File: src/rtl/core/lbsd_pkg.sv
package lbsd_pkg;

  localparam int WINDOW_SIZE_DEF = 4096;
  localparam int COPY_LEN_MIN = 3;
  localparam int COPY_LEN_MAX = 18;
  localparam logic [7:0] FILL_BYTE = 8'h20;
  localparam logic [7:0] LEN_MASK = 8'h0F;

  localparam logic [1:0] ST_RUN     = 2'd0;
  localparam logic [1:0] ST_OK      = 2'd1;
  localparam logic [1:0] ST_CORRUPT = 2'd2;
  localparam logic [1:0] ST_TRUNC   = 2'd3;

  localparam logic [1:0] CFG_MODE   = 2'd0;
  localparam logic [1:0] CFG_PLAIN  = 2'd1;
  localparam logic [1:0] CFG_PACKED = 2'd2;

  typedef enum logic [2:0] {
    K_NONE,
    K_BYTE,
    K_LIT,
    K_BLOCK,
    K_COPY
  } cmd_kind_t;

  typedef struct packed {
    cmd_kind_t   kind;
    logic [7:0]  data;
    logic [11:0] off;
    logic [3:0]  len;
    logic [1:0]  status;
  } cmd_t;

  typedef struct packed {
    logic        compressed_mode;
    logic [31:0] plain_length;
    logic [31:0] packed_length;
  } cfg_t;

endpackage

File: src/rtl/core/lbsd_cmd_fifo.sv
module lbsd_cmd_fifo import lbsd_pkg::*; (
  input  logic clk,
  input  logic rst,
  input  logic wr,
  input  cmd_t din,
  input  logic rd,
  output cmd_t dout,
  output logic full,
  output logic empty
);

  cmd_t       slots [2];
  logic       wptr;
  logic       rptr;
  logic [1:0] count;
  logic       do_wr;
  logic       do_rd;

  assign full  = (count == 2'd2);
  assign empty = (count == 2'd0);
  assign do_wr = wr && !full;
  assign do_rd = rd && !empty;
  assign dout  = slots[rptr];

  always_ff @(posedge clk) begin
    if (rst) begin
      wptr  <= 1'b0;
      rptr  <= 1'b0;
      count <= 2'd0;
    end else begin
      if (do_wr) begin
        slots[wptr] <= din;
        wptr        <= ~wptr;
      end
      if (do_rd) begin
        rptr <= ~rptr;
      end
      if (do_wr && !do_rd) begin
        count <= count + 2'd1;
      end else if (do_rd && !do_wr) begin
        count <= count - 2'd1;
      end
    end
  end

endmodule

File: config.mk
export PLATFORM = sky130hd
export DESIGN_NAME = lbsd_cmd_fifo
export DESIGN_NICKNAME = d
export VERILOG_FILES = /design/src/rtl/core/lbsd_pkg.sv /design/src/rtl/core/lbsd_cmd_fifo.sv
export SDC_FILE = /design/constraint.sdc
export NUM_CORES = 1
export LEC_CHECK = 0
export BUFFER_PORTS_ARGS = -buffer_cell sky130_fd_sc_hd__buf_2
export CORE_MARGIN = 5
export CORE_UTILIZATION = 35
export DETAILED_ROUTE_END_ITERATION = 8
export GPL_TIMING_DRIVEN = 0
export PLACE_DENSITY = 0.6
export SYNTH_ARGS = -nofsm -noshare
export SYNTH_HDL_FRONTEND = slang
export SYNTH_SLANG_ARGS = --single-unit
File: constraint.sdc
create_clock -name clk -period 6.46 [get_ports clk]
set_input_delay 0.323 -clock clk [delete_from_list [all_inputs] [get_ports clk]]
set_output_delay 0.323 -clock clk [all_outputs]
set_load 0.01 [all_outputs]
==> After elaboration in Yosys (flattened, before gate mapping) <==
Memory sizes are Yosys's and may differ from the RTL's. A register that Yosys moved wholly into a read port is not among the register bits.
Index checks and enable logic that the tools add are counted.
{ "word_totals": {"ram_bits": 58, "memories": 1, "inputBits": 33, "reg_bits": 4, "output_inout_bits": 31} }
{ "memory_table": {"columns": ["memory", "words", "width", "rd", "rd_clocked_by_memory_dff", "wr", "line", "rtl"], "rows": [
  ["slots", 2, 29, 1, 1, 1, "lbsd_cmd_fifo.sv:12", "cmd_t slots [2];"]
]} }
{ "op_classes": {"muxes": 7, "eq_ne": 1, "n_addsub": 2, "reduce_logical": 10, "bitwise_logic": 2} }
{ "ops": {"columns": ["operator", "n"], "rows": [
  ["1-bit two-way mux", 5],
  ["1-bit logical AND", 4],
  ["1-bit zero test", 4],
  ["2-bit two-way mux", 2],
  ["2-bit by 1-bit adder with 2-bit output (second input constant)", 1],
  ["2-bit == test (second input constant)", 1],
  ["2-bit zero test", 1],
  ["1-bit NOT", 2],
  ["2-bit nonzero test", 1],
  ["2-bit by 1-bit subtractor with 2-bit output (second input constant)", 1]
]} }

==> Logic depth before layout (Yosys ltp) <==
Gate-level depths: netlist (run 1).
{ "depth": {"ltp_word": 7, "depth_mapped": 7, "depth_no_buf": 7} }

==> Worst setup path after synthesis (run 1) <==
Ideal clock, no wire load.
{ "synth_path": {"kind": "reg-to-reg", "from": "register count[1]", "to": "memory slots[1][0] in the netlist's numbering (enable)", "required_time_ns": 6.002, "slack_ns": 3.160, "t_arrival_ns": 2.842, "period_less_slack_ns": 3.300, "stages_incl_launch_ff": 4, "path_cell_list": "dfxtp_1 > nor2b_2 > nand2b_1 > nor3b_1"} }
{ "synth_via": {"elab_chain_len": 6} }
{ "synth_lines": {"columns": ["element", "line", "rtl"], "rows": [
  ["start: declaration", "lbsd_cmd_fifo.sv:15", "logic [1:0] count;"],
  ["start signal: assignment", "lbsd_cmd_fifo.sv:39", "count <= count + 2'd1;"],
  ["start signal: assignment", "lbsd_cmd_fifo.sv:41", "count <= count - 2'd1;"],
  ["2-bit == test", "lbsd_cmd_fifo.sv:19", "assign full = (count == 2'd2);"],
  ["via full", "lbsd_cmd_fifo.sv:8", "output logic full,"],
  ["1-bit zero test", "lbsd_cmd_fifo.sv:21", "assign do_wr = wr && !full;"],
  ["1-bit logical AND", "lbsd_cmd_fifo.sv:21", null],
  ["1-bit two-way mux", "lbsd_cmd_fifo.sv:31", "if (do_wr) begin"],
  ["1-bit two-way mux", "lbsd_cmd_fifo.sv:26", "if (rst) begin"],
  ["1-bit two-way mux (implied by the code)", "lbsd_cmd_fifo.sv:32", "slots[wptr] <= din;"],
  ["end: declaration", "lbsd_cmd_fifo.sv:12", null]
]} }
The timed path passes the listed nets, and every way through them passes these cells.

==> Worst setup path after layout (run 1) <==
{ "layout_path": {"from": "register count[1]", "to": "memory slots[1][13] in the netlist's numbering (enable)"} }
{ "layout_via": {"elab_chain_len": 6} }
{ "layout_lines": {"columns": ["element", "line"], "rows": [
  ["2-bit == test", "lbsd_cmd_fifo.sv:19"],
  ["1-bit zero test", "lbsd_cmd_fifo.sv:21"],
  ["1-bit logical AND", "lbsd_cmd_fifo.sv:21"],
  ["1-bit two-way mux", "lbsd_cmd_fifo.sv:31"],
  ["1-bit two-way mux", "lbsd_cmd_fifo.sv:26"],
  ["1-bit two-way mux (implied by the code)", "lbsd_cmd_fifo.sv:32"]
]} }
No other way between the ends.

==> results.md, run 1 <==
- Setup ws final: 4.47 ns
- Die width: 91.3 microns
- Cts hold-fix bufs: 0
- Worst Path Arrival: 2.02 ns
- Syn Nets: 150
- Vias in the first global route: 1372
- Share of cells above drive strength 1: 57.5%
- Netlist Area Pre-Place: 2310 sq um
- Period utilization: 30.7%
- Sequential fraction of the synthesis area: 79.6%
- Share of the synthesized area in the top cell type: 75.2%
- Detailed Place HPWL: 2990 microns
- Antenna-violating nets left: 0
- Most common cell in the netlist: edfxtp_1
- Register bit total from synthesis: 63
- Place WS: 4.43 ns
- Tmin final: 1.99 ns
- Largest net degree at the start of global routing: 13
- DR vias/cell: 4.61
- Vias post-DR: 1277
- Die area: 8340 sq um
- Post-Synth Simple-Gate Area: 2.38%
- GRT Util Overall: 10.6%
- Clock sinks: 63
- Worst VDD drop: 0.180 mV
- Drc violations: 0
- Max Cap Violations: 0
- First-pass GRT wire length: 6710 microns
- Clock slew at reported path FFs: 0.07 ns
- Die H: 91.3 microns
- Total Wirelength: 4190 microns
- Setup TNS: 0 ns
- Pwr dens: 372 nW/um^2
- Final Wtd Congestion: 0.634
- Synth area leader: edfxtp_1
- CTS tree: yes
- Initial Utilization: 36.2%
- Clock root buffer master: clkbuf_8
- DRT Pass-1 Iters: 4
- Core Region: 6390 sq um
- Adder-cell share of the synthesized area: 0.541%
- F_max: 0.504 GHz
- Ant. Diodes: 0
- CP Data Required Time: 6.50 ns
- Fillers: 590
- GRT overflow: 0
- FP Rows: 29
- Final setup fails: 0
- Final Max Slew Viols: 0
- Post-cts gate resize count: 0
- Synth Instances: 116
- RSZ-0062 raised after global routing: false
- # nets final: 229
- HP Class: primary input to register
- Async S/R FF share, synth: 0%
- Clock buffer depth: 2
- Clock skew: 0.00654 ns
- Most used DFF post-synth: edfxtp_1
- Post-Synth XOR/XNOR Area: 1.14%
- Final hold violation count: 0
- EDFF count, synth: 58
- Post-Place Cell Area: 2800 sq um
- Yosys Warn Count: 0
- Wire length per cell: 15.1 microns
- Total Power: 0.00112 W
- CP startpoint kind: register
- Synth unique cells: 16
- H-tree levels: 3
- Leak pwr: 1.14 nW
- Top area cells in the synthesized netlist: edfxtp_1, mux2_2, dfxtp_1, xor2_1, o21ai_0
- Critical path class: register to register
- Area Growth Syn to Fin: 29.6%
- Postcts setup bufs: 0
- Post-synthesis mux area share: 14.1%
- CP Capture Type: register
- # IOs: 64
- Avg Inst Size Synth: 20.0 sq um
- Clk_lat worst skew: 0.33 ns
- Largest family of logic cells by synthesized area: multiplexers
- Starting DRT DRC Count: 43
- CTS Buf Count: 9
- Final Cell Area: 3000 sq um
- Antenna violations before repair: 0
- Worst Max-Slew Pin Slew: 0.780 ns
- Worst slew margin: 47.7%
- CP max FO: 9
- I/O Buffers: 63
- Compound-cell area share of the yosys netlist: 1.08%
- Commonest cells in the synthesized netlist: edfxtp_1, mux2_2, dfxtp_1
- Outcome: complete, no violations
==> path summary, 6_finish.rpt <==
| kind | cells past startpoint | start | end | slack [ns] |
|---|---|---|---|---|
| min | 1 | din[12] | slots[0][12] | 0.18 |
| max reg2reg | 5 | count[1] | slots[1][13] | 4.47 |
| max | 5 | count[1] | slots[1][13] | 4.47 |
| min reg2reg | 2 | rptr | register | 0.51 |
==> report_power, final <==
group          switching [W]  internal, W  leakage (nW)
Clock               0.000139     0.000214         0.102
Combinational       0.000131     0.000130         0.464
Sequential         0.0000143     0.000488         0.573
Total               0.000284     0.000832          1.14
==> final cells by class <==
cell class	instances	area, sq um	share of cell area [%]
Sequential cell	63	1840	61.4
Tap cell	77	96.3	3.21
Timing Repair Buffer	68	375	12.5
Buffer	3	20.0	0.667
Inverter	2	7.51	0.250
Clock inverter	5	72.6	2.42
Clock buffer	11	131	4.38
Multi-Input combinational cell	48	455	15.2
==> through the flow <==
step	hold slack (ns)	instances	util, %
floorplan	0.392	116	-
global placement	0.484	256	42.7
detailed placement	0.496	261	43.8
CTS	0.159	277	47.0
global route	0.165	277	47.0
finish	0.179	277	47.0
==> routing by layer <==
metal,up-vias,part of all wire (%),track usage [%]
met5,-,0,0
met4,0,1.5,5.13
met3,8,7.5,4.46
met2,50,47,16.0
met1,614,44,13.1
li1,605,-,-
==> cells in the final DEF, fill, tap and decap left out, types with 3 or more instances in the layout <==
cell type  instances
mux2_2            29
dfxtp_1            5
buf_2             64
buf_6              4
xor2_1             3
edfxtp_1          58
clkbuf_8           9
nor2_1             4
o21ai_0            3
==> flip-flops by register name (all words and copies together), names as in the netlist, named ones only <==
register,count
rptr,1
wptr,1
count,2
slots,58
==> cells by family (layout without fill, tap and decap cells) <==
kind of cell,Yosys count,count (layout)
compound gates,5,5
xor+xnor,3,3
fa+ha+maj,1,1
buf+inv,5,89
flops,63,63
mux,29,29
simple gates,10,10
==> critical path: stages (launching register included) <==
cell and delay (ns):
dfxtp_1 0.34, nor2b_2 0.17, nand2b_1 0.20, nor3b_2 0.61
buf_6 0.22, buf_6 0.15
Power figures use the tool's default switching activity.
==> inputs of run 2 (changes only) <==
Settings changed: PLACE_DENSITY 0.6 to 0.62.
Clock period 6.46 ns to 1.6 ns, I/O delays scaled along.
==> results.md, run 2 (synthesized netlist as in run 1, its figures left out) <==
- Outcome: complete, no violations (unchanged)
- Worst r2r src: count[1] (unchanged)
- Die area: 8340 sq um (unchanged)
- Antenna violations before repair: 0 (unchanged)
- F_max: 0.640 GHz (was 0.504 GHz)
- Starting DRT DRC Count: 31 (was 43)
- Wire length per cell: 14.3 microns (was 15.1 microns)
- Place WS: -0.406 ns (was 4.43 ns)
- GRT Util Overall: 11.2% (was 10.6%)
- CP max FO: 8 (was 9)
- Largest net degree at the start of global routing: 20 (was 13)
- Total Power: 0.00457 W (was 0.00112 W)
- Fillers: 530 (was 590)
- Area Growth Syn to Fin: 48.7% (was 29.6%)
- GRT overflow: 0 (unchanged)
- Hold_sp: rst (was din[12])
- Reg2Reg Depth: 6 (was 5)
- DRT Pass-1 Iters: 4 (unchanged)
- Worst Max-Slew Pin Slew: 0.310 ns (was 0.780 ns)
- Finished Core Util: 53.9% (was 47.0%)
- Clock root buffer master: clkbuf_8 (unchanged)
- Commonest non-fill, non-tap cell in the layout: buf_2 (unchanged)
- DR vias/cell: 4.48 (was 4.61)
- Share of cells above drive strength 1: 54.4% (was 57.5%)
- Clock skew: 0.00699 ns (was 0.00654 ns)
- Initial Utilization: 36.2% (unchanged)
- Drc violations: 0 (unchanged)
- CTS tree: yes (unchanged)
- Critical path class: register to register (unchanged)
- Clock sinks: 63 (unchanged)
- Period utilization: 97.6% (was 30.7%)
- Reg2Reg Setup Slack: 0.04 ns (was 4.47 ns)
- H-tree levels: 3 (unchanged)
- RSZ-0062 raised after global routing: true (was false)
- Vias post-DR: 1416 (was 1277)
- Top reg by flops: slots (unchanged)
- CP Capture Type: register (unchanged)
- Final hold violation count: 0 (unchanged)
- Tmin final: 1.56 ns (was 1.99 ns)
- Clock buffer depth: 2 (unchanged)
- Final Max Slew Viols: 0 (unchanged)
- Pwr dens: 1330 nW/um^2 (was 372 nW/um^2)
- Final Non-Filler Cells: 316 (was 277)
- Worst slew margin: 79.2% (was 47.7%)
- CP Data Required Time: 1.65 ns (was 6.50 ns)
- Final Wtd Congestion: 0.658 (was 0.634)
- Post-Place Cells: 258 (was 261)
- CTS Buf Count: 9 (unchanged)
- Ant. Diodes: 0 (unchanged)
- Largest register FFs: 58 (unchanged)
- Most frequent cells in the layout: buf_2, edfxtp_1, mux2_2, dlygate4sd3_1, buf_4 (was buf_2, edfxtp_1, mux2_2)
- Max Cap Violations: 0 (unchanged)
- Core Region: 6390 sq um (unchanged)
- Detailed Place HPWL: 2850 microns (was 2990 microns)
- Largest registers: slots (58), count (2) (unchanged)
- Final setup fails: 0 (unchanged)
- Clk_lat worst skew: 0.33 ns (about the same)
- HP Class: primary input to register (unchanged)
- Setup ws final: 0.0381 ns (was 4.47 ns)
- Die width: 91.3 microns (unchanged)
- Worst VDD drop: 0.838 mV (was 0.180 mV)
- Antenna-violating nets left: 0 (unchanged)
- FP Rows: 29 (unchanged)
- Worst R2R End: slots[1][9] (was slots[1][13])
- Die H: 91.3 microns (unchanged)
- Clock slew at reported path FFs: 0.06 ns (was 0.07 ns)
- First-pass GRT wire length: 7250 microns (was 6710 microns)
- Leak pwr: 1.33 nW (was 1.14 nW)
- I/O Buffers: 63 (unchanged)
- # nets final: 269 (was 229)
- Hold Path Stages: 2 (was 1)
- WHS Endpoint: count[1] (was slots[0][12])
- CP startpoint kind: register (unchanged)
- Vias in the first global route: 1524 (was 1372)
- Worst Path Arrival: 1.61 ns (was 2.02 ns)
- Total Wirelength: 4520 microns (was 4190 microns)
- # IOs: 64 (unchanged)
==> run 2: worst max-delay path, cell delays in order, from the launching register on <==
cell and delay, ns:
dfxtp_4 0.35, nor2b_4 0.13, nand2b_4 0.14, buf_6 0.12, nor3b_4 0.21, buf_6 0.17, clkbuf_16 0.16
==> run 2: worst max path at each step <==
stage	start	endpoint	slack, ns	cells after the start
final	count[1]	slots[1][9]	0.04	6
after detailed placement	count[1]	slots[1][10]	-0.41	4
after global routing	count[1]	slots[1][27]	-0.03	6
after floorplan	count[1]	slots[1][0]	-0.24	3
after global placement	count[1]	slots[1][10]	-0.72	3
after CTS	count[1]	slots[1][15]	0.02	6
==> run 2: layer usage <==
metal	GRT usage, %	vias to the layer above	routed length [microns]
met5	0	-	0
met4	6.23	0	104
met3	3.97	11	331
met2	17.8	49	2190
met1	13.3	667	1890
li1	-	689	-
==> run 2: final cells by class <==
class	count	area [sq um]	area share [%]
clock inverter	5	50.0	1.45
buffer	2	18.8	0.545
clock buffer	10	128	3.71
inverter	2	7.51	0.218
multi-input combinational	48	493	14.3
sequential	63	1850	53.7
tap	77	96.3	2.80
timing repair buffer	109	802	23.3
==> run 2: where the power goes <==
group          switching [W]  internal, W
Clock               0.000562     0.000698
Combinational       0.000577     0.000692
Sequential         0.0000654      0.00198
Total                0.00120      0.00337
==> run 2: what timing repair did <==
item,in CTS,in global routing
setup endpoints to repair,69,39
resized for setup,0,8
pin swaps,2,2
cloned,0,1
endpoints found under the hold margin,58,0
buffers inserted,11,3
hold buffers,29,0
==> run 2: per-stage QoR <==
step / hold WS, ns / setup TNS (ns) / instance area (sq um)
floorplan: 0.142 / -10.90 / 2350
global placement: 0.268 / -38.25 / 2760
detailed placement: 0.271 / -17.75 / 2820
CTS: 0.0323 / 0 / 3360
global route: 0.0478 / -0.305 / 3440
finish: 0.0447 / 0 / 3440
