File: config.mk
export PLATFORM = sky130hd
export DESIGN_NAME = lbsd_front
export DESIGN_NICKNAME = d
export VERILOG_FILES = /design/src/rtl/core/lbsd_pkg.sv /design/src/rtl/core/lbsd_front.sv
export SDC_FILE = /design/constraint.sdc
export NUM_CORES = 1
export LEC_CHECK = 0
export BUFFER_PORTS_ARGS = -buffer_cell sky130_fd_sc_hd__buf_4
export CELL_PAD_IN_SITES_DETAIL_PLACEMENT = 1
export CELL_PAD_IN_SITES_GLOBAL_PLACEMENT = 1
export CORE_MARGIN = 2
export CORE_UTILIZATION = 40
export CTS_CLUSTER_SIZE = 30
export DETAILED_ROUTE_END_ITERATION = 8
export PLACE_DENSITY = 0.77
export SYNTH_ARGS = -nofsm -noshare
export SYNTH_HDL_FRONTEND = slang
export SYNTH_SLANG_ARGS = --single-unit
File: constraint.sdc
create_clock -name clk -period 18.75 [get_ports clk]
set_input_delay 1.875 -clock clk [delete_from_list [all_inputs] [get_ports clk]]
set_output_delay 1.875 -clock clk [all_outputs]
set_load 0.1 [all_outputs]
File: src/rtl/core/lbsd_pkg.sv
package lbsd_pkg;

  localparam int WINDOW_SIZE_DEF = 4096;
  localparam int COPY_LEN_MIN = 3;
  localparam int COPY_LEN_MAX = 18;
  localparam logic [7:0] FILL_BYTE = 8'h20;
  localparam logic [7:0] LEN_MASK = 8'h0F;

  localparam logic [1:0] ST_RUN     = 2'd0;
  localparam logic [1:0] ST_OK      = 2'd1;
  localparam logic [1:0] ST_CORRUPT = 2'd2;
  localparam logic [1:0] ST_TRUNC   = 2'd3;

  localparam logic [1:0] CFG_MODE   = 2'd0;
  localparam logic [1:0] CFG_PLAIN  = 2'd1;
  localparam logic [1:0] CFG_PACKED = 2'd2;

  typedef enum logic [2:0] {
    K_NONE,
    K_BYTE,
    K_LIT,
    K_BLOCK,
    K_COPY
  } cmd_kind_t;

  typedef struct packed {
    cmd_kind_t   kind;
    logic [7:0]  data;
    logic [11:0] off;
    logic [3:0]  len;
    logic [1:0]  status;
  } cmd_t;

  typedef struct packed {
    logic        compressed_mode;
    logic [31:0] plain_length;
    logic [31:0] packed_length;
  } cfg_t;

endpackage

File: src/rtl/core/lbsd_front.sv
module lbsd_front import lbsd_pkg::*; (
  input  logic       clk,
  input  logic       rst,
  input  cfg_t       cfg,
  input  logic       accept,
  input  logic [7:0] in_byte,
  input  logic       end_of_input,
  output cmd_t       cmd
);

  typedef enum logic [2:0] {
    PH_START, PH_STORED, PH_HDR_HI, PH_HDR_LO, PH_RAW, PH_BLOCK, PH_MATCH_HI, PH_DONE
  } phase_t;

  typedef struct packed {
    phase_t     ph;
    logic [1:0] st;
  } pst_t;

  phase_t      phase, phase_next;
  logic [1:0]  status, status_next;
  logic [7:0]  header_high, header_high_next;
  logic [7:0]  match_offset_low, match_offset_low_next;
  logic [7:0]  flag_bits, flag_bits_next;
  logic [3:0]  flag_bits_left, flag_bits_left_next;
  logic [15:0] raw_left, raw_left_next;
  logic [31:0] bytes_consumed, bytes_consumed_next;
  logic [31:0] block_end_mark, block_end_mark_next;
  logic [31:0] bytes_written, bytes_written_next;

  // Take every transition that needs no byte.
  function automatic pst_t settle(phase_t ph_in, logic [1:0] st_in, logic [15:0] raw,
                                  logic [31:0] cons, logic [31:0] endm,
                                  logic [31:0] wr, cfg_t c);
    pst_t r;
    r.ph = ph_in;
    r.st = st_in;
    if (r.ph == PH_START) begin
      r.ph = c.compressed_mode ? PH_HDR_HI : PH_STORED;
    end
    if ((r.ph == PH_RAW && raw == 16'd0) || (r.ph == PH_BLOCK && cons >= endm)) begin
      r.ph = PH_HDR_HI;
    end
    if (r.ph == PH_STORED && wr >= c.plain_length) begin
      r.st = ST_OK;
      r.ph = PH_DONE;
    end else if (r.ph == PH_HDR_HI && cons >= c.packed_length) begin
      r.st = (wr == c.plain_length) ? ST_OK : ST_CORRUPT;
      r.ph = PH_DONE;
    end
    return r;
  endfunction

  pst_t        pre, post;
  logic [15:0] hdr;
  logic [16:0] mag;
  logic [31:0] limit;
  phase_t      ph;
  logic [1:0]  st;

  always_comb begin
    phase_next            = phase;
    status_next           = status;
    header_high_next      = header_high;
    match_offset_low_next = match_offset_low;
    flag_bits_next        = flag_bits;
    flag_bits_left_next   = flag_bits_left;
    raw_left_next         = raw_left;
    bytes_consumed_next   = bytes_consumed;
    block_end_mark_next   = block_end_mark;
    bytes_written_next    = bytes_written;
    cmd.kind   = K_NONE;
    cmd.data   = in_byte;
    cmd.off    = {in_byte[7:4], match_offset_low};
    cmd.len    = in_byte[3:0];
    hdr        = {header_high, in_byte};
    mag        = 17'h10000 - {1'b0, hdr};
    limit      = cfg.plain_length - bytes_written;
    post       = '0;
    pre = settle(phase, status, raw_left, bytes_consumed, block_end_mark,
                 bytes_written, cfg);
    ph = pre.ph;
    st = pre.st;
    if (ph != PH_DONE) begin
      if (end_of_input) begin
        st = ST_TRUNC;
        ph = PH_DONE;
      end else begin
        bytes_consumed_next = bytes_consumed + 32'd1;
        unique case (ph)
          PH_STORED: begin
            cmd.kind = K_BYTE;
            bytes_written_next = bytes_written + 32'd1;
          end
          PH_HDR_HI: begin
            header_high_next = in_byte;
            ph = PH_HDR_LO;
          end
          PH_HDR_LO: begin
            if (hdr == 16'd0) begin
              st = (bytes_written == cfg.plain_length) ? ST_OK : ST_CORRUPT;
              ph = PH_DONE;
            end else if (hdr[15]) begin
              raw_left_next = (limit < {15'd0, mag}) ? limit[15:0] : mag[15:0];
              ph = PH_RAW;
            end else begin
              cmd.kind = K_BLOCK;
              block_end_mark_next = bytes_consumed_next + {16'd0, hdr};
              flag_bits_next = 8'd0;
              flag_bits_left_next = 4'd0;
              ph = PH_BLOCK;
            end
          end
          PH_RAW: begin
            cmd.kind = K_BYTE;
            bytes_written_next = bytes_written + 32'd1;
            raw_left_next = raw_left - 16'd1;
          end
          PH_BLOCK: begin
            if (flag_bits_left == 4'd0) begin
              flag_bits_next = in_byte;
              flag_bits_left_next = 4'd8;
            end else if (flag_bits[0]) begin
              cmd.kind = K_LIT;
              bytes_written_next = bytes_written + 32'd1;
              flag_bits_next = {1'b0, flag_bits[7:1]};
              flag_bits_left_next = flag_bits_left - 4'd1;
            end else begin
              match_offset_low_next = in_byte;
              ph = PH_MATCH_HI;
            end
          end
          PH_MATCH_HI: begin
            cmd.kind = K_COPY;
            bytes_written_next = bytes_written + 32'(in_byte & LEN_MASK)
                                 + 32'(COPY_LEN_MIN);
            flag_bits_next = {1'b0, flag_bits[7:1]};
            flag_bits_left_next = flag_bits_left - 4'd1;
            ph = PH_BLOCK;
          end
          default: begin
          end
        endcase
        post = settle(ph, st, raw_left_next, bytes_consumed_next, block_end_mark_next,
                      bytes_written_next, cfg);
        ph = post.ph;
        st = post.st;
      end
    end
    phase_next  = ph;
    status_next = st;
    cmd.status  = st;
  end

  always_ff @(posedge clk) begin
    if (rst) begin
      phase            <= PH_START;
      status           <= ST_RUN;
      header_high      <= 8'd0;
      match_offset_low <= 8'd0;
      flag_bits        <= 8'd0;
      flag_bits_left   <= 4'd0;
      raw_left         <= 16'd0;
      bytes_consumed   <= 32'd0;
      block_end_mark   <= 32'd0;
      bytes_written    <= 32'd0;
    end else if (accept) begin
      phase            <= phase_next;
      status           <= status_next;
      header_high      <= header_high_next;
      match_offset_low <= match_offset_low_next;
      flag_bits        <= flag_bits_next;
      flag_bits_left   <= flag_bits_left_next;
      raw_left         <= raw_left_next;
      bytes_consumed   <= bytes_consumed_next;
      block_end_mark   <= block_end_mark_next;
      bytes_written    <= bytes_written_next;
    end
  end

endmodule

Word-level counts from Yosys, hierarchy flattened
Index checks and enable logic that the tools add are counted.

cells by class
  add/subtract/negate cells = 9
  $lt $le $gt $ge = 7
  equal/unequal tests = 20
  mux-type cells = 61
  bitwise operators = 3
  reduce and logical (&&, ||, !) cells = 23

operator list
  operator                  number
  $mux W32                  9
  $ge A32 B32 Y1            6
  $pmux W32 S3              1
  $mux W16                  5
  $add A32 B1 Y32 const B   2
  $eq A32 B32 Y1            2
  $logic_not A16 Y1         3
  $mux W3                   16
  $add A32 B16 Y32          1
  $add A32 B2 Y32 const B   1
  $add A32 B4 Y32           1
  $lt A32 B17 Y1            1
  $mux W8                   4
  $pmux W16 S2              1
  $sub A32 B32 Y32          1
  $mux W2                   12
  $pmux W3 S4               2
  $pmux W8 S3               1
  $eq A3 B3 Y1 const B      7
  $mux W5                   4
  $sub A17 B16 Y17 const A  1
  $mux W4                   4
  $sub A16 B1 Y16 const B   1
  $eq A3 B2 Y1 const B      4
  17 further kinds          33

word-level totals
  register bits = 145
  output and inout bits = 29
  logic and storage cells = 134

Depth between registers and ports, before layout
Gate-level depths: netlist (run 1).

  depth after elaboration = 31
  gate-level depth with buffers = 34
  mapped depth without buffers = 34

Worst setup path before layout (run 1)
OpenSTA, ideal clock, no wires.

  path kind = input-to-output
  start point = in in_byte[1]
  end point = out cmd[1] in the netlist's numbering
  arrival = 8.515 ns
  path slack = 8.360 ns
  cell stages on the path = 32
  path buffers = 0
  path through = ha_1 -> a21o_1 -> a21oi_1 -> o21ai_0 -> a21oi_1 -> o21ai_0 -> a21oi_1 -> o21ai_0 -> a2111oi_0 -> o31ai_1 -> o41ai_1 -> nor2b_1 -> nand3_1 -> xnor2_1 -> nor2_1 -> a21oi_1 -> ha_1 -> a21o_1 -> a21o_1 -> a21o_1 -> a21oi_1 -> nor2b_1 -> o21ai_0 -> nand2b_1 -> a21oi_1 -> o31a_1 -> o21ai_0 -> o211ai_1 -> nor2b_1 -> and3_1 -> a311o_1 -> a21oi_1

RTL lines
  element             RTL line         source
  start: declaration  lbsd_front.sv:6  input logic [7:0] in_byte,
  end: declaration    lbsd_front.sv:8  output cmd_t cmd

==> impl_results.md, run 1 <==
- Post-placement cell count: 2,778
- Yosys cell types: 83
- Post-route antenna net violation count: 0
- Worst EP required: 16.88 ns
- Initial Util: 0.404
- FFs w/ async S/R, synth: 0
- PwrDens: 62.1 nW/um^2
- Layout area overhead: 10.3%
- Share of layout cells above drive strength 1: 0.0825
- DP Wirelength: 47,100 microns
- Peak supply drop: 74.1 uV
- Largest net degree at the start of global routing: 87
- Startpoint Class: primary input
- CP Class: in -> out
- Setup WS pre-CTS: 7.59 ns
- Most frequent cells in the layout: nor2_1 (254), ha_1 (238), inv_1 (183)
- Status: completed
- Critical Path Start: cfg[0]
- Die area: 42,800 sq um
- Mapped Area: 16,500 sq um
- Setup ws final: 7.43 ns
- Skew final: 0.0123 ns
- Post-CTS setup buffer count: 0
- RSZ-0062 raised after global routing: false
- Rows: 74
- Final cycle utilization of the critical path: 0.604
- Cts hold-fix bufs: 0
- Ys Warns: 0
- Largest cells by area after synthesis: ha_1 (18%), dfxtp_1 (18%), nor2_1 (5.8%)
- Initial antenna violation count: 1
- Hold Crit Class: reg -> reg
- Sink Count: 145
- Reg-to-Reg Start: phase[2]
- Post-synth top area cell: ha_1
- CTS tree: done
- Max-cap viol count: 0
- Die height: 207 microns
- Final Max Slew Viols: 0
- Layout Nets: 2,583
- Vias: 16,900
- Post-synth top area share: 0.181
- Critical Path Sink: cmd[0]
- Wire per inst: 21.3 microns
- CP endpoint kind: primary output
- Core Area: 40,700 sq um
- Port Buf Inserts: 105
- DR vias/cell: 6.01
- R2R Setup Slk: 10.71 ns
- Reg clk slew, reported paths: 0.08 ns
- Area of the multi-input gates: 12,400 sq um
- Residual DRC count: 0
- Die W: 207 microns
- Final core utilization: 0.446
- First-pass iteration count of the detailed router: 5
- Fin crit period: 11.32 ns
- Commonest non-fill, non-tap cell in the layout: nor2_1
- Setup violations, final: 0
- Number of flops mapped to enable cells by yosys: 0
- Fill count: 5,170
- GRT Overall Usage: 0.284
- Least-Margin Pin Slew: 1.08 ns
- Synth Instances: 2,237
- H-tree Lvls: 4
- Synthesized area per cell: 7.36 sq um
- CP arrival: 9.44 ns
- Final TNS setup: 0 ns
- CTS Buffer Depth: 2
- Final WL: 59,900 microns
- Sequential area share after synthesis: 0.176
- Ports: 106
- Register area: 2900 sq um
- Leakage power: 8.10 nW
- Cell Count, Final, Fillers Out: 2,811
- Number of synthesized register bits: 145
- Slowest CP cell: a2bb2o_1
- Grt ovf: 0
- CP peak stage delay: 0.86 ns
- CP max FO: 22
- Synth Net Count: 2,555
- Register-to-Register Path Depth: 23
- Gpl congestion: 0.950
- Global-route wire length before repair: 94,900 microns
- Relative slew slack: 0.280
- Total clock buffers created by CTS: 17
- Vias in the first global route: 17,300
- Fin. Hold Viols: 0
- FF-to-FF End: status[0]
- F_max: 0.0883 GHz
- Root buf cell: clkbuf_16
- Top FF cell, synth: dfxtp_1
- PostCTS Resize Cnt: 0
- Initial DRC Count: 1,172
- Clock Latency Late Sink: 0.50 ns
worst max-delay path, delay by kind of cell:
kind | cells | cell delay [ns]
compound gates | 12 | 3.43
xor+xnor | 1 | 0.18
fa+ha+maj | 2 | 0.56
buf+inv | 2 | 0.43
simple gates | 9 | 2.96
power breakdown:
part	total, W	internal (W)	switching (W)
Clock	0.000375	0.000199	0.000175
Combinational	0.000412	0.000144	0.000268
Sequential	0.000340	0.000322	0.0000184
Total	0.00113	0.000665	0.000462
Yosys cell counts (9+ instances only):
library cell / count
o21a_1: 21
nand2b_1: 27
ha_1: 238
a211o_1: 9
or3_1: 22
a21o_1: 65
and2_1: 18
xnor2_1: 89
and3_1: 29
o211ai_1: 20
nand2_1: 172
inv_1: 183
dfxtp_1: 145
o31ai_1: 9
a211oi_1: 72
buf_2: 10
o31a_1: 9
a21oi_1: 180
buf_4: 17
clkbuf_1: 75
xor2_1: 61
mux2i_1: 25
a22oi_1: 11
and4_1: 12
o21ai_0: 117
nor4_1: 15
nor2b_1: 30
nand3_1: 50
nor3_1: 51
nor2_1: 254
nand4_1: 48
a221oi_1: 10
a31oi_1: 13
sequential cells by signal, indices dropped and copies added (netlist names), 4 cells and up:
register          count
flag_bits             8
raw_left             16
flag_bits_left        4
bytes_consumed       32
block_end_mark       32
match_offset_low      8
header_high           8
bytes_written        32
worst min-delay path by stage:
stage / startpoint / to / slack [ns] / cells after the start
final: flag_bits[7] / flag_bits[7] / 0.48 / 2
after CTS: block_end_mark[26] / block_end_mark[26] / 0.48 / 2
after detailed placement: block_end_mark[26] / block_end_mark[26] / 0.47 / 2
after global routing: block_end_mark[23] / block_end_mark[23] / 0.51 / 2
after global placement: block_end_mark[23] / block_end_mark[23] / 0.46 / 2
after floorplan: block_end_mark[23] / block_end_mark[23] / 0.45 / 2
layer usage:
layer | track usage | share of wire | vias up
met5 | 0 | 0 | -
met4 | 0.106 | 0.029 | 0
met3 | 0.0452 | 0.046 | 83
met2 | 0.487 | 0.48 | 434
met1 | 0.359 | 0.44 | 8312
li1 | - | - | 8071
through the flow:
| step | hold WS [ns] | power, W | instance area [sq um] |
|---|---|---|---|
| final | 0.485 | 0.00113 | 18200 |
| after global routing | 0.514 | 0.00119 | 18200 |
| after CTS | 0.483 | 0.00113 | 18200 |
| after detailed placement | 0.473 | 0.000750 | 17600 |
| after global placement | 0.458 | 0.000736 | 17600 |
| after floorplan | 0.446 | 0.000625 | 16500 |
cells by family (layout without fill, tap and decap cells):
logic type | after synthesis | count (layout) | synth area share
and+or+nand+nor | 764 | 764 | 0.225
AOI/OAI and AO/OA | 619 | 619 | 0.247
buffers and inverters | 292 | 333 | 0.0712
adders and majority gates | 241 | 241 | 0.184
xor gates and xnor gates | 150 | 150 | 0.0798
DFF | 145 | 145 | 0.176
muxes | 26 | 26 | 0.0159
other | 0 | 1 | 0
area by class of cell:
cell class	count	share of cell area
clock buffer	17	0.0234
tap	532	0.0366
antenna	1	0.000138
timing repair buffer	116	0.0479
inverter	185	0.0382
sequential	145	0.160
clock inverter	15	0.00964
multi-input combinational	1800	0.684
(Power assumes the default switching activity.)
==> run 2: changes to the inputs <==
- clock period: 18.75 -> 11.7 ns (I/O delays scaled with it)
==> run 2 against run 1 <==
Net effect:
- combinational power up 60%
- largest power group unchanged
- sequential share of layout area about the same
- setup slack worse by 5.5 ns
- count of clock-buffer cells in the layout up 5
- clock power grew 57%
- critical path depth unchanged
- flip-flop and latch count did not move
- routed wire length down 0.39%
- critical path type unchanged
==> impl_results.md, run 2 (synthesized netlist as in run 1, its figures left out) <==
- Status: completed
- Leakage power: 8.10 nW (about the same)
- RSZ-0062 raised after global routing: false
- F_max: 0.102 GHz
- Met3 GRT Util: 0.0510 (+0.00581)
- GRT Overall Usage: 0.285 (+0.000357)
- Biggest regs: block_end_mark (32), bytes_consumed (32), bytes_written (32)
- CTS tree: done
- GRT met1 Usage: 0.361 (+0.00204)
- Startpoint Class: primary input
- Residual DRC count: 0 (unchanged)
- Post-route antenna net violation count: 0 (unchanged)
- Commonest non-fill, non-tap cell in the layout: nor2_1
- Relative slew slack: 0.409 (+0.129)
- Root buf cell: clkbuf_16
- Share of layout cells above drive strength 1: 0.0812 (-0.00132)
- Fin. Hold Viols: 0 (unchanged)
- Final WL: 59,700 microns (-0.39%)
- Post-CTS setup buffer count: 0 (unchanged)
- Core Area: 40,700 sq um (unchanged)
- DR vias/cell: 6.03 (+0.29%)
- Ports: 106 (unchanged)
- Initial Util: 0.404 (unchanged)
- Wire per inst: 21.2 microns (-0.39%)
- Global-route wire length before repair: 94,800 microns (-0.11%)
- CP endpoint kind: primary output
- Die height: 207 microns (unchanged)
- First-pass iteration count of the detailed router: 5 (unchanged)
- Final Max Slew Viols: 0 (unchanged)
- Grt ovf: 0 (unchanged)
- Clock Latency Late Sink: 0.50 ns (about the same)
- Largest net degree at the start of global routing: 61 (-30%)
- Initial DRC Count: 1,127 (-3.8%)
- CP arrival: 8.59 ns (-0.85 ns)
- PostCTS Resize Cnt: 0 (unchanged)
- GRT Max-Usage Layer: met2
- Vias: 16,900 (+0.29%)
- Met2 Resource Use GR: 0.480 (-0.00726)
- Setup violations, final: 0 (unchanged)
- Most frequent cells in the layout: nor2_1 (254), ha_1 (238), inv_1 (183)
- Cts hold-fix bufs: 0 (unchanged)
- Die W: 207 microns (unchanged)
- Vias in the first global route: 17,500 (+0.71%)
- Sink Count: 145 (unchanged)
- Initial antenna violation count: 1 (unchanged)
- Final cycle utilization of the critical path: 0.835
- PwrDens: 98.9 nW/um^2 (+59%)
- Reg clk slew, reported paths: 0.07 ns (about the same)
- Final TNS setup: 0 ns (unchanged)
- Total clock buffers created by CTS: 17 (unchanged)
- Rows: 74 (unchanged)
- Skew final: 0.0128 ns (+0.000493 ns)
- DP Wirelength: 47,100 microns (about the same)
- H-tree Lvls: 4 (unchanged)
- Layout area overhead: 10.2% (about the same)
- Die area: 42,800 sq um (unchanged)
- Gpl congestion: 0.947 (-0.35%)
- CTS Buffer Depth: 2 (unchanged)
- Least-Margin Pin Slew: 0.887 ns (-0.194 ns)
- CP Class: in -> out
- Hold Crit Class: reg -> reg
- Peak supply drop: 106 uV (+43%)
- CP max FO: 22 (unchanged)
- Fin crit period: 9.76 ns
- Max-cap viol count: 0 (unchanged)
- Port Buf Inserts: 105 (unchanged)
- Layout Nets: 2,583 (unchanged)
- Final core utilization: 0.446 (about the same)
- Worst EP required: 10.53 ns (-6.35 ns)
-- run 2: cell count changes in the layout (fill, tap and decap cells not counted), sizes merged --
cell      previous run  this run
clkbuf              17        22
clkinvlp             3         0
inv                189       186
clkinv               6         7
-- run 2: power by group --
part | internal [W] | switching (W)
Clock | 0.000327 | 0.000262
Combinational | 0.000231 | 0.000429
Sequential | 0.000516 | 0.0000296
-- run 2: worst paths after layout --
| check | end | depth (start not counted) | slack, ns | startpoint |
|---|---|---|---|---|
| setup / recovery | cmd[0] | 26 | 1.94 | cfg[0] |
| hold / removal | block_end_mark[23] | 2 | 0.48 | block_end_mark[23] |
| setup reg to reg | phase[1] | 22 | 3.90 | raw_left[8] |
| hold reg to reg | block_end_mark[23] | 2 | 0.48 | block_end_mark[23] |
-- run 2: critical path: stages --
cell	delay (ns)
buf_4	0.12
ha_1	0.28
nand2b_1	0.11
a21o_1	0.12
a21oi_1	0.08
o31a_1	0.30
o21ai_0	0.30
a211oi_1	0.24
o2111a_1	0.41
a2bb2oi_1	0.56
a2bb2o_1	0.83
nand2_1	0.34
nor3_1	0.62
nand3_1	0.24
xnor2_1	0.18
ha_1	0.29
nand4_1	0.18
nor4_1	0.54
and3_1	0.32
nor2_1	0.07
o211ai_1	0.09
a211oi_1	0.10
nor3b_1	0.35
a311o_1	0.22
o21a_1	0.21
buf_4	0.32
-- run 2: cell type report --
type | instances | area (sq um)
Sequential cell | 145 | 2900
Clock inverter | 10 | 125
Inverter | 185 | 694
Antenna cell | 1 | 2.50
Timing Repair Buffer | 116 | 871
Multi-Input combinational cell | 1800 | 12400
Tap cell | 532 | 666
Fill cell | 5181 | 22600
Clock buffer | 22 | 464
-- run 2: per-stage QoR --
stage	setup slack [ns]	hold WS (ns)	instances	area [sq um]	total power [W]
after floorplan	2.72	0.446	2237	16500	0.00100
after global placement	2.22	0.457	2778	17600	0.00118
after detailed placement	2.09	0.475	2778	17600	0.00120
after CTS	2.06	0.486	2810	18100	0.00180
after global routing	1.34	0.515	2810	18100	0.00189
final	1.94	0.483	2811	18200	0.00180
-- run 2: metal layers --
metal / wire length [microns] / up-vias
met3: 3400 / 115
met2: 28200 / 467
met5: 0 / -
li1: - / 8069
met4: 1970 / 0
met1: 26100 / 8298
==> run 3: changes to the inputs <==
- PLACE_DENSITY: 0.77 -> 0.79
- clock period: 11.7 -> 8.52 ns (I/O delays scaled with it)
==> run 3 against run 2 <==
Net effect:
- clock power increased by 27%
- sequential power grew 37%
- routed wire length rose by 1.6%
- die area did not move
- count of clock-buffer cells in the layout down 2
- combinational power up 45%
- total power is 36% higher
- sequential share of layout area shrank 0.53 points
- global-route usage hardly changed
- clock skew about the same
- highest routed layer unchanged
==> impl_results.md, run 3 (synthesized netlist as in run 1, its figures left out) <==
- Least-Margin Pin Slew: 0.959 ns (+0.0724 ns)
- Hold Crit Class: reg -> reg
- CP endpoint kind: primary output
- Rows: 74 (unchanged)
- Placement Cell Area: 18,000 sq um (+2.8%)
- Startpoint Class: flip-flop
- CP Class: reg -> out
- Setup ws final: 0.393 ns (-1.54 ns)
- Slowest CP cell: dfxtp_4
- Clock Latency Late Sink: 0.47 ns (-0.03 ns)
- Initial Util: 0.404 (unchanged)
- ANT cells: 0 (-1)
- Layout area overhead: 14.4%
- DR vias/cell: 5.97 (-1.0%)
- Leakage power: 8.49 nW (+4.8%)
- Peak supply drop: 128 uV (+21%)
- Skew final: 0.0126 ns (-0.000192 ns)
- Post-route antenna net violation count: 0 (unchanged)
- Vias in the first global route: 17,800 (+2.0%)
- CP max FO: 8 (-64%)
- Crit-path leading delay family: compound AO/OA/AOI/OAI gates
- CP arrival: 7.28 ns (-1.31 ns)
- Final core utilization: 0.463 (+0.0171)
- Reg clk slew, reported paths: 0.07 ns (about the same)
- DP Wirelength: 47,600 microns (+0.96%)
- Initial DRC Count: 1,165 (+3.4%)
- Ports: 106 (unchanged)
- Relative slew slack: 0.356 (-0.0532)
- Total clock buffers created by CTS: 17 (unchanged)
- CTS Buffer Depth: 2 (unchanged)
- Fin. Hold Viols: 0 (unchanged)
- Setup WS pre-CTS: 0.113 ns (-1.98 ns)
- Port Buf Inserts: 105 (unchanged)
- Setup violations, final: 0 (unchanged)
- Wire per inst: 21.0 microns (-0.91%)
- Gpl congestion: 0.951 (+0.52%)
- Initial antenna violation count: 0 (-1)
- CP peak stage delay: 0.39 ns (-0.44 ns)
- Final WL: 60,600 microns (+1.6%)
- Critical Path Start: bytes_consumed[0]
- Max-cap viol count: 0 (unchanged)
- H-tree Lvls: 4 (unchanged)
- Global-route wire length before repair: 95,600 microns (+0.92%)
- Vias: 17,200 (+1.5%)
- Root buf cell: clkbuf_16
- Largest net degree at the start of global routing: 68 (+11%)
- Final cycle utilization of the critical path: 0.954
- Design area: 18,800 sq um (+3.8%)
- Grt ovf: 0 (unchanged)
- Reg-to-Reg Start: bytes_consumed[0]
- Worst hold slack: 0.488 ns (+0.00486 ns)
- CP bufs+invs: 3 (+1)
- Commonest non-fill, non-tap cell in the layout: nor2_1
- First-pass iteration count of the detailed router: 5 (unchanged)
- Share of layout cells above drive strength 1: 0.124 (+0.0430)
- F_max: 0.123 GHz
- GRT Overall Usage: 0.285 (+0.000296)
- PwrDens: 130 nW/um^2 (+31%)
- Biggest regs: block_end_mark (32), bytes_consumed (32), bytes_written (32)
- Core Area: 40,700 sq um (unchanged)
- Most frequent cells in the layout: nor2_1 (253), ha_1 (234), buf_4 (185)
- CTS tree: done
- Min-delay src: block_end_mark[22]
- Status: completed
- Fin crit period: 8.13 ns
- Layout Nets: 2,655 (+2.8%)
- Sink Count: 145 (unchanged)
- Final Max Slew Viols: 0 (unchanged)
- Die area: 42,800 sq um (unchanged)
- Die W: 207 microns (unchanged)
- Die height: 207 microns (unchanged)
- Residual DRC count: 0 (unchanged)
- Worst EP required: 7.67 ns (-2.86 ns)
-- run 3: metrics by stage --
step	std cells	power, W	TNS, ns
after global placement	2842	0.00165	0
after CTS	2874	0.00244	0
after global routing	2882	0.00258	-0.00370
after detailed placement	2842	0.00169	0
final	2882	0.00245	0
after floorplan	2237	0.00138	0
-- run 3: layer usage --
metal  GRT usage  vias up  routed length (microns)
met2       0.504      413                    30000
met1       0.354     8464                    26300
met3      0.0372      107                     2450
met4      0.0988        0                     1860
li1            -     8218                        -
met5           0        -                        0
-- run 3: cell type report --
class	instances	area (sq um)
Multi-Input combinational cell	1800	12600
Tap cell	532	666
Inverter	185	694
Fill cell	5142	21900
Clock inverter	12	110
Clock buffer	20	437
Timing Repair Buffer	188	1440
Sequential cell	145	2910
-- run 3: final timing paths --
kind / to / slack [ns] / cells past startpoint
worst min register to register: block_end_mark[22] / 0.49 / 2
worst max-delay path: cmd[1] / 0.39 / 35
worst max register to register: status[1] / 1.74 / 34
worst min-delay path: block_end_mark[22] / 0.49 / 2
-- run 3: report_power, final --
group | internal (W) | switching [W]
clock network | 0.000403 | 0.000344
logic | 0.000359 | 0.000598
registers | 0.000709 | 0.0000388
total | 0.00147 | 0.000980
-- run 3: worst reg2reg max path: cells and delay by family, from the launching register on --
| kind | cells | cell delay, ns |
|---|---|---|
| adders and majority gates | 3 | 0.84 |
| DFF | 1 | 0.39 |
| buffers and inverters | 2 | 0.33 |
| AOI/OAI and AO/OA | 15 | 3.00 |
| and+or+nand+nor | 12 | 1.73 |
| xor gates and xnor gates | 2 | 0.39 |
-- run 3: what timing repair did --
action | CTS | global route
setup endpoints to repair | 2 | 2
cloned | 0 | 0
endpoints found under the hold margin | 0 | 0
hold buffers | 0 | 0
pin swaps | 1 | 16
buffers inserted | 0 | 8
resized for setup | 9 | 44
